===== src/rtl/irt_pkg.sv =====
// Shared types and codes for the interval reservation table.
package irt_pkg;

  localparam logic REQ_RESERVE = 1'b0;
  localparam logic REQ_LOOKUP  = 1'b1;

  localparam logic [2:0] ST_RESERVED = 3'd0;
  localparam logic [2:0] ST_CONFLICT = 3'd1;
  localparam logic [2:0] ST_FULL     = 3'd2;
  localparam logic [2:0] ST_FOUND    = 3'd3;
  localparam logic [2:0] ST_NONE     = 3'd4;

  typedef struct packed {
    logic        req_type;
    logic [5:0]  row_index;
    logic [15:0] start_pos;
    logic [15:0] end_pos;
    logic [15:0] owner_tag;
  } req_t;

  typedef struct packed {
    logic [2:0]  status;
    logic [15:0] found_owner;
  } rsp_t;

  typedef struct packed {
    logic [15:0] slot_start;
    logic [15:0] slot_end;
    logic [15:0] slot_owner;
  } slot_t;

  typedef enum logic [1:0] {
    S_IDLE,
    S_FILL,
    S_SCAN,
    S_RESULT
  } state_t;

endpackage


===== src/rtl/irt_match.sv =====
// Shared compare unit: overlap test for reserves, cover test for lookups.
module irt_match (
  input  logic           req_type,
  input  logic [15:0]    start_pos,
  input  logic [15:0]    end_pos,
  input  irt_pkg::slot_t slot,
  output logic           hit
);
  import irt_pkg::*;

  logic start_le_end;
  logic tail_ge_start;

  // A lookup uses the queried position for both ends of the test interval.
  always_comb begin
    start_le_end  = start_pos <= slot.slot_end;
    tail_ge_start = (req_type == REQ_LOOKUP) ? (start_pos >= slot.slot_start)
                                             : (end_pos >= slot.slot_start);
    hit = start_le_end && tail_ge_start;
  end

endmodule


===== config.mk =====
export PLATFORM = sky130hd
export DESIGN_NAME = irt_match
export DESIGN_NICKNAME = d
export VERILOG_FILES = /design/src/rtl/irt_pkg.sv /design/src/rtl/irt_match.sv
export SDC_FILE = /design/constraint.sdc
export NUM_CORES = 1
export LEC_CHECK = 0
export ABC_AREA = 1
export BUFFER_PORTS_ARGS = -buffer_cell sky130_fd_sc_hd__buf_2
export CAP_MARGIN = 10
export CELL_PAD_IN_SITES_DETAIL_PLACEMENT = 0
export CELL_PAD_IN_SITES_GLOBAL_PLACEMENT = 1
export CORE_ASPECT_RATIO = 0.8
export CORE_UTILIZATION = 31
export DETAILED_ROUTE_END_ITERATION = 8
export PLACE_DENSITY_LB_ADDON = 0.1
export REMOVE_ABC_BUFFERS = 1
export SYNTH_ARGS = -nofsm -noshare
export SYNTH_HDL_FRONTEND = slang
export SYNTH_SLANG_ARGS = --single-unit

===== constraint.sdc =====
create_clock -name vclk -period 4
set_input_delay 0.8 -clock vclk [all_inputs]
set_output_delay 0.8 -clock vclk [all_outputs]
set_load 0.01 [all_outputs]

==> flow_summary.ini <==
[run_status]
outcome = completed

[pwr]
p_sw_frac = 0.522
p_comb_frac = 1.000
p_sw_mw = 0.0786
powerDensity_nw_per_um2 = 90.9
internal-power_mw = 0.0721
clkPwrFrac = 0
leakage_nw = 1.11
seqPwrFrac = 0
ir_drop_uv = 34.2

[placed_design]
post-place-cells = 327
routabilityCongestion = 0.686
post-dp-hpwl_um = 2520
portBuffers = 66

[die]
die_w_um = 73.2
io_pins = 82
die_y_um = 59.0
die-area_um2 = 4320
rows = 20
core_um2 = 3850
initial_core_util = 0.327

[yosys]
synthesis.area_um2 = 1260
ys_top_cells_by_area = ha_1 (48%), nand2_1 (17%), inv_1 (14%)
yosysSeqAreaShare = 0
yosysMostFrequentCell = nand2_1
yosysUniqueCellTypes = 17
avgSynthCellArea_um2 = 6.11
synthDominantCellAreaShare = 0.477
ys_top_cells_by_count = nand2_1 (57), ha_1 (48), inv_1 (47)
yosysWarningCount = 0
yosys.area.top_type = ha_1
syn_inst = 206

[run]
cap_violations = 0

[sta]
fmax_ghz = 0.356
hold_viol_final = 0
final.setup.tns_ps = 0
fin_crit_ps = 2810
setup_viol_count_final = 0
relSlewSlack = 0.846
slew_violations = 0
rsz0062_at_grt = no
fin_crit_sh = 0.701
worstMarginPinSlew_ps = 229

[worst_setup_path]
worst_ep_required_time_ps = 3200
critPathMaxFanout = 2
critPathCaptureType = output pin
start_kind = input port
path_class = in -> out
arrival_ps = 2010

[layout]
drive_gt1_frac = 0.265
seq_cell_count = 0
nClkBuffers = 0
final-seq-area_um2 = 0
syn_to_final_growth_pct = 31.7
multi_input_area_um2 = 1070
fin_nets = 403
final_cell_count_no_fill = 327
fillers = 445
antennaDiodeCount = 0

[global_routing]
grt_pass1_vias = 1194
overflow = 0
antenna_found_initial = 0
grt_pass1_wl_um = 4600
grt_usage = 0.130
grt_start_max_net_pins = 4

[clock_network]
cts_resized = 0
postCtsHoldBufs = 0
cts_setup_buffers = 0

[detailed_routing]
wirelength_um = 2620
vias_per_cell = 4.06
num_vias = 1329
drt_iter0_drc = 21
ant_nets = 0
drt-wirelength-per-cell_um = 8.01
drc = 0
dr.pass1.iters = 4

[hold_path]
holdPathStages = 7
hp-class = in -> out
==> layer usage <==
layer | GRT usage | vias up | wire length (µm) | share of wire
met4 | 0 | 0 | 0 | 0
met3 | 0.00510 | 0 | 139 | 0.053
met1 | 0.202 | 505 | 1540 | 0.59
li1 | - | 785 | - | -
met2 | 0.209 | 39 | 941 | 0.36
met5 | 0 | - | 0 | 0
==> worst max-delay path, cell delays in order <==
cell	delay (ps)
buf_2	70
inv_1	40
ha_1	280
nand2_1	70
nor2_1	100
nor2_1	50
nand2_1	80
nand2_1	60
nand2_1	90
nand2_1	60
nand2_1	50
nand2_1	40
nor2_1	80
buf_2	130
==> power by group through the flow <==
stage                     Clock (mW)  Combinational [mW]  Sequential (mW)
after CTS                          0               0.154                0
after global placement             0               0.153                0
after floorplan                    0              0.0956                0
after detailed placement           0               0.153                0
final                              0               0.151                0
after global routing               0               0.183                0
==> path summary, 6_finish.rpt <==
check   to  slack, ps      from
max    hit       1190  slot[35]
min    hit       2220  slot[16]
==> layout by cell type, fill, tap and decap left out <==
cell / synthesis / routed
o21ai_0: 4 / 4
a21oi_2: 1 / 1
nand2_1: 57 / 57
a21oi_1: 18 / 18
clkinv_1: 1 / 1
o21a_1: 1 / 1
o21bai_1: 1 / 1
buf_2: 0 / 66
nand3_1: 1 / 1
ha_1: 48 / 48
a21o_1: 1 / 1
nand4_1: 4 / 4
nor2_2: 1 / 1
nor2_1: 15 / 15
inv_2: 2 / 2
nor3_1: 2 / 2
nand2_2: 2 / 2
inv_1: 47 / 47
==> stage by stage <==
stage	hold WS, ps	area, µm²	power, mW	worst slack [ps]	utilization
finish	2220	1660	0.151	1190	0.430
global route	2300	1660	0.183	987	0.430
CTS	2240	1660	0.154	1160	0.430
global placement	2250	1660	0.153	1160	0.430
detailed placement	2240	1660	0.153	1160	0.430
floorplan	2040	1260	0.0956	1460	-
==> cell type report <==
type                            instances  area share
Timing Repair Buffer                   66       0.199
Inverter                               50       0.113
Multi-Input combinational cell        156       0.646
Tap cell                               55      0.0415
==> cells by family (layout without fill, tap and decap cells) <==
family | Yosys count | count (layout) | synth area share
buffers and inverters | 50 | 116 | 0.149
AO/OA/AOI/OAI | 26 | 26 | 0.112
AND/OR/NAND/NOR | 82 | 82 | 0.261
adder cells (fa/ha/maj) | 48 | 48 | 0.477
Note: power is estimated with default switching activity, not from simulation.
