==> config.mk <==
export PLATFORM = sky130hd
export DESIGN_NAME = irt_fill_mem
export DESIGN_NICKNAME = d
export VERILOG_FILES = /design/src/rtl/irt_fill_mem.sv
export SDC_FILE = /design/constraint.sdc
export NUM_CORES = 1
export LEC_CHECK = 0
export BUFFER_PORTS_ARGS = -buffer_cell sky130_fd_sc_hd__buf_2
export CORE_MARGIN = 1
export CORE_UTILIZATION = 35
export CTS_BUF_LIST = sky130_fd_sc_hd__clkbuf_4 sky130_fd_sc_hd__clkbuf_8
export DETAILED_ROUTE_END_ITERATION = 10
export GPL_ROUTABILITY_DRIVEN = 0
export GPL_TIMING_DRIVEN = 0
export SETUP_SLACK_MARGIN = 0.15
export SLEW_MARGIN = 0
export SYNTH_ARGS = -nofsm -noshare
export SYNTH_HDL_FRONTEND = slang
export SYNTH_SLANG_ARGS = --single-unit
==> constraint.sdc <==
create_clock -name clk -period 4.7 [get_ports clk]
set_input_delay 0.94 -clock clk [delete_from_list [all_inputs] [get_ports clk]]
set_output_delay 0.94 -clock clk [all_outputs]
set_load 0.01 [all_outputs]
==> src/rtl/irt_fill_mem.sv <==
// Per-row fill count memory with a clearing sweep after reset.
module irt_fill_mem #(
  parameter int NUM_ROWS = 64,
  parameter int ROW_W    = 6,
  parameter int FILL_W   = 5
) (
  input  logic              clk,
  input  logic              rst,
  input  logic              rd_en,
  input  logic [ROW_W-1:0]  rd_addr,
  output logic [FILL_W-1:0] rd_data,
  input  logic              wr_en,
  input  logic [ROW_W-1:0]  wr_addr,
  input  logic [FILL_W-1:0] wr_data,
  output logic              busy
);

  logic [FILL_W-1:0] mem [NUM_ROWS];
  logic [ROW_W-1:0]  clr_idx;

  // The sweep owns the write port until every row holds zero.
  always_ff @(posedge clk) begin
    if (rst) begin
      busy    <= 1'b1;
      clr_idx <= '0;
    end else if (busy) begin
      if (clr_idx == ROW_W'(NUM_ROWS - 1)) begin
        busy <= 1'b0;
      end else begin
        clr_idx <= clr_idx + 1'b1;
      end
    end
  end

  always_ff @(posedge clk) begin
    if (busy && !rst) begin
      mem[clr_idx] <= '0;
    end else if (wr_en) begin
      mem[wr_addr] <= wr_data;
    end
  end

  always_ff @(posedge clk) begin
    if (rd_en) begin
      rd_data <= mem[rd_addr];
    end
  end

endmodule

==> results.md <==
- The root buffer cell chosen for the clock tree is sky130_fd_sc_hd__clkbuf_8.
- The floorplan step defined a die boundary enclosing 0.03888 mm^2.
- After global routing the overflow that remains totals 0.
- The H-tree depth is 2.
- Static timing analysis puts the maximum clock frequency at 323.7 MHz.
- The row count is 71.
- The number of cells on the worst reg-to-reg path is 7.
- The synthesis-to-layout area growth is 14.10%.
- Leaving out fill and tap cells, the most frequent cells in the layout are sky130_fd_sc_hd__edfxtp_1, sky130_fd_sc_hd__nor2_1, sky130_fd_sc_hd__mux4_2, sky130_fd_sc_hd__clkbuf_8, sky130_fd_sc_hd__buf_2.
- Counting distinct cell types in the post-synthesis netlist gives 47.
- Counting every net in the synthesized netlist gives 723.
- The number of CTS-inserted buffers is 53.
- Of the total power, registers draw 0.546.
- The DRC marker count from the first detailed-route iteration is 664.
- Among all flip-flop cells after synthesis, the most frequent one is sky130_fd_sc_hd__edfxtp_1.
- The analysis attributes to cell leakage a power of 4.825 nW.
- The via count of the first global-routing pass is 7,095.
- The power per standard cell area is 393.9 mW/mm^2.
- The first-pass GRT wire length is 45,710 um.
- The post-route core utilization is 0.4049.
- Walking the worst path, the cells encountered are buf_2, buf_4, buf_4, buf_2, mux4_2, o22ai_1, nor3_1, nor2_1, o21ai_0.
- The path class of the tightest hold or removal check is reg -> reg.
- In the routed layout, each cell is associated on average with a via count of 5.256.
- The count of placed standard cells including taps is 1,241.
- The clock sink count is 332.
- The residual antenna-violating net count after detailed routing is 0.
- The CTS tree is built.
- The starting density of the core is 0.3548.
- Setup repair after global routing left no endpoint under its margin.
- The first TritonRoute pass finished after 5 iterations.
- The final max-slew violation count came to 0.
- In this run the worst path has a maximum fanout of 10.
- A synthesized cell averages 19.02 um^2.
- The total number of nets in the final design is 807.
- The quantity of gates resized following cts is 0.
- The number of port buffers is 24.
- The clock share of power is 0.396.
- The maximum vdd ir drop is 0.0002290 V.
- In this run, synthesis produced a sequential element count of 332.
- The time the final worst path needs with I/O delays and setup is 3089 ps.
- The number of hold buffers added after CTS was 0.
- The number of DRC violations after detailed routing is 0.
- The antenna cell count is 0.
- Of all flip-flops after synthesis, the portion carrying an async set or reset was 0.
- The placeable core area is 0.03758 mm^2.
- The cell area that synthesis handed to floorplanning was 0.01333 mm^2.
- The net switching fraction of the power is 0.2206.
- The average detailed-routed wire length per instance is 22.88 um.
- Yosys mapped a number of flops with a built-in enable equal to 325.
- The biggest cell delay along the critical path is 450 ps.
- The worst clock skew on the final layout is 32.09 ps.
- The biggest area contributor in the post-synthesis netlist is sky130_fd_sc_hd__edfxtp_1.
- Yosys printed 0 warnings.
- The worst setup path is launched from a primary input.
- The category of the most critical setup path is in -> reg.
- Yosys attributes the largest share of cell area to sky130_fd_sc_hd__edfxtp_1, sky130_fd_sc_hd__mux4_2, sky130_fd_sc_hd__nor2_1.
- For the worst setup path, the data required time is 4930 ps.
- In this run the number of cells on the critical path is 9.
- Setup violations remaining at the end of the flow were counted as 0.
- The data arrival time of the worst path is 3320 ps.
- After filler insertion, the fill cell instance count of the layout stands at 3,392.
- In the finished design, the share of the clock period the worst path needs comes to 0.6573.
- For this run, the register share of the synthesized area comes to 0.7424.
- The share of the synthesized area in the top cell type is 0.7319.
- The initial antenna violation count is 0.
- The library cell contributing the largest single delay on the critical path is sky130_fd_sc_hd__buf_2.
- The share of power burned in combinational logic is 0.058.
- Buffers added to address setup during post-CTS repair amount to 0.
- The total number of vias is 7,017.
- The total net switching power is 0.001322 W.
- The clock slew seen by the registers of the worst setup and hold paths is 60 ps.
- Together, buffers and inverters on the worst path number 4.
- Wires add up to 30,550 um.
- The area used by multi-input combinational logic is 0.003198 mm^2.
- The overall routing resource usage is 0.1611.
- The run finished with clean final reports.
- The storage element area is 0.009899 mm^2.
- The tool flagged a number of max-cap violations equal to 0.
- The number of hold violations in the final report is 0.
- In the final timing run, aggregate negative setup slack is 0 ps.
- The leading cell type in the layout, fill and taps excluded is sky130_fd_sc_hd__edfxtp_1.
- The internal power is 0.004671 W.
- Of the cells placed in the final design, the portion with a size suffix greater than 1 is 0.2621.
- Counting along the longest clock path gives a buffer depth of 3.
- The slew at the pin with the worst max-slew slack is 833.1 ps.
- Overall power consumption after layout is estimated at 0.005993 W.
- The worst relative slew slack is 0.4409.
- The clock latency on the worst-skew pair is 580 ps.
- The non-filler instance count after layout is 1,335.
- The die width is 197.2 um.
- Counting instances, the worst hold path has a depth of 2.
- The sum of net half-perimeters after detailed placement is 20,110 um.
- The category of cells accounting for the largest share of critical-path delay is buffers and inverters.
- The nature of the critical path endpoint is a flip-flop.
- The height of the die is 197.2 um.
- During I/O placement, the number of pins put on the boundary was 27.
- The cell count after synthesis came out at 701.
- Entering global routing, the biggest net connects 45 pins.
## synth_stat cells (4+ instances only)
| master | instances |
|---|---|
| sky130_fd_sc_hd__edfxtp_1 | 325 |
| sky130_fd_sc_hd__nor2_1 | 92 |
| sky130_fd_sc_hd__mux4_2 | 71 |
| sky130_fd_sc_hd__nand2_1 | 31 |
| sky130_fd_sc_hd__o22ai_1 | 19 |
| sky130_fd_sc_hd__o21ai_0 | 17 |
| sky130_fd_sc_hd__nor3_1 | 16 |
| sky130_fd_sc_hd__buf_2 | 12 |
| sky130_fd_sc_hd__nand2b_1 | 10 |
| sky130_fd_sc_hd__mux4_1 | 9 |
| sky130_fd_sc_hd__buf_4 | 8 |
| sky130_fd_sc_hd__dfxtp_1 | 7 |
| sky130_fd_sc_hd__mux2i_1 | 7 |
| sky130_fd_sc_hd__and3_1 | 5 |
| sky130_fd_sc_hd__mux2_2 | 5 |
| sky130_fd_sc_hd__o21a_1 | 4 |
| sky130_fd_sc_hd__o221ai_1 | 4 |
| sky130_fd_sc_hd__o31ai_1 | 4 |
| sky130_fd_sc_hd__or3_1 | 4 |
| sky130_fd_sc_hd__or4_1 | 4 |
## flip-flops by register name, summed over array words and instances, names as in the netlist
name	flops
mem	320
clr_idx	6
busy	1
rd_data	5
## worst reg2reg max path, cell delays in order, from the launching register on
cell and delay (ps):
sky130_fd_sc_hd__dfxtp_1 380, sky130_fd_sc_hd__nor2b_1 150, sky130_fd_sc_hd__buf_2 190, sky130_fd_sc_hd__nor2_2 110, sky130_fd_sc_hd__buf_2 190, sky130_fd_sc_hd__o31ai_1 290, sky130_fd_sc_hd__nand2_1 400, sky130_fd_sc_hd__nor2_1 580
## power by group through the flow
stage               combinational, W  sequential, W  clock (W)
floorplan                   0.000209        0.00334          0
global placement            0.000332        0.00334          0
detailed placement          0.000346        0.00333          0
CTS                         0.000347        0.00327    0.00241
global route                0.000369        0.00327    0.00254
finish                      0.000345        0.00327    0.00238
## final cells by class
type                            instances  share of cell area
Sequential cell                       332              0.6507
Multi-Input combinational cell        335              0.2102
Clock buffer                           67             0.05526
Tap cell                              511             0.04202
Buffer                                 31             0.01521
Timing Repair Buffer                   29             0.01497
Clock inverter                         27             0.01094
Inverter                                3           0.0007401
## layer usage
layer,wire length (um),vias up,global-route usage
met2,14200,278,0.2478
met1,13480,3664,0.2307
met3,2224,49,0.03295
li1,-,3026,-
met4,649,0,0.04852
met5,0,-,0
## worst paths after layout
| check | from | to | slack (ps) |
|---|---|---|---|
| worst max-delay path | rd_addr[1] | rd_data[0]$_DFFE_PP_ | 1610 |
| worst min-delay path | clr_idx[3]$_SDFFE_PP0P_ | clr_idx[3]$_SDFFE_PP0P_ | 560 |
| worst max register to register | busy$_SDFF_PP1_ | mem[0][2]$_DFFE_PP_ | 2060 |
| worst min register to register | clr_idx[3]$_SDFFE_PP0P_ | clr_idx[3]$_SDFFE_PP0P_ | 560 |
## cells by family after synthesis
| group | Yosys count | synth area share |
|---|---|---|
| muxes | 92 | 0.1471 |
| AOI/OAI and AO/OA | 58 | 0.02796 |
| DFF | 332 | 0.7424 |
| xor gates and xnor gates | 4 | 0.002628 |
| buffers and inverters | 34 | 0.01820 |
| and+or+nand+nor | 180 | 0.06071 |
| adders and majority gates | 1 | 0.0009382 |
## stage by stage
step	setup WS, ps	area, um^2	hold slack, ps
2_1_floorplan	1914	13330	501.3
3_3_place_gp	665.6	14090	551.2
3_5_place_dp	1100	14210	562.9
4_1_cts	1698	15210	572.1
5_1_grt	1510	15210	636.5
6_report	1611	15210	562.0
(Power assumes the default switching activity.)
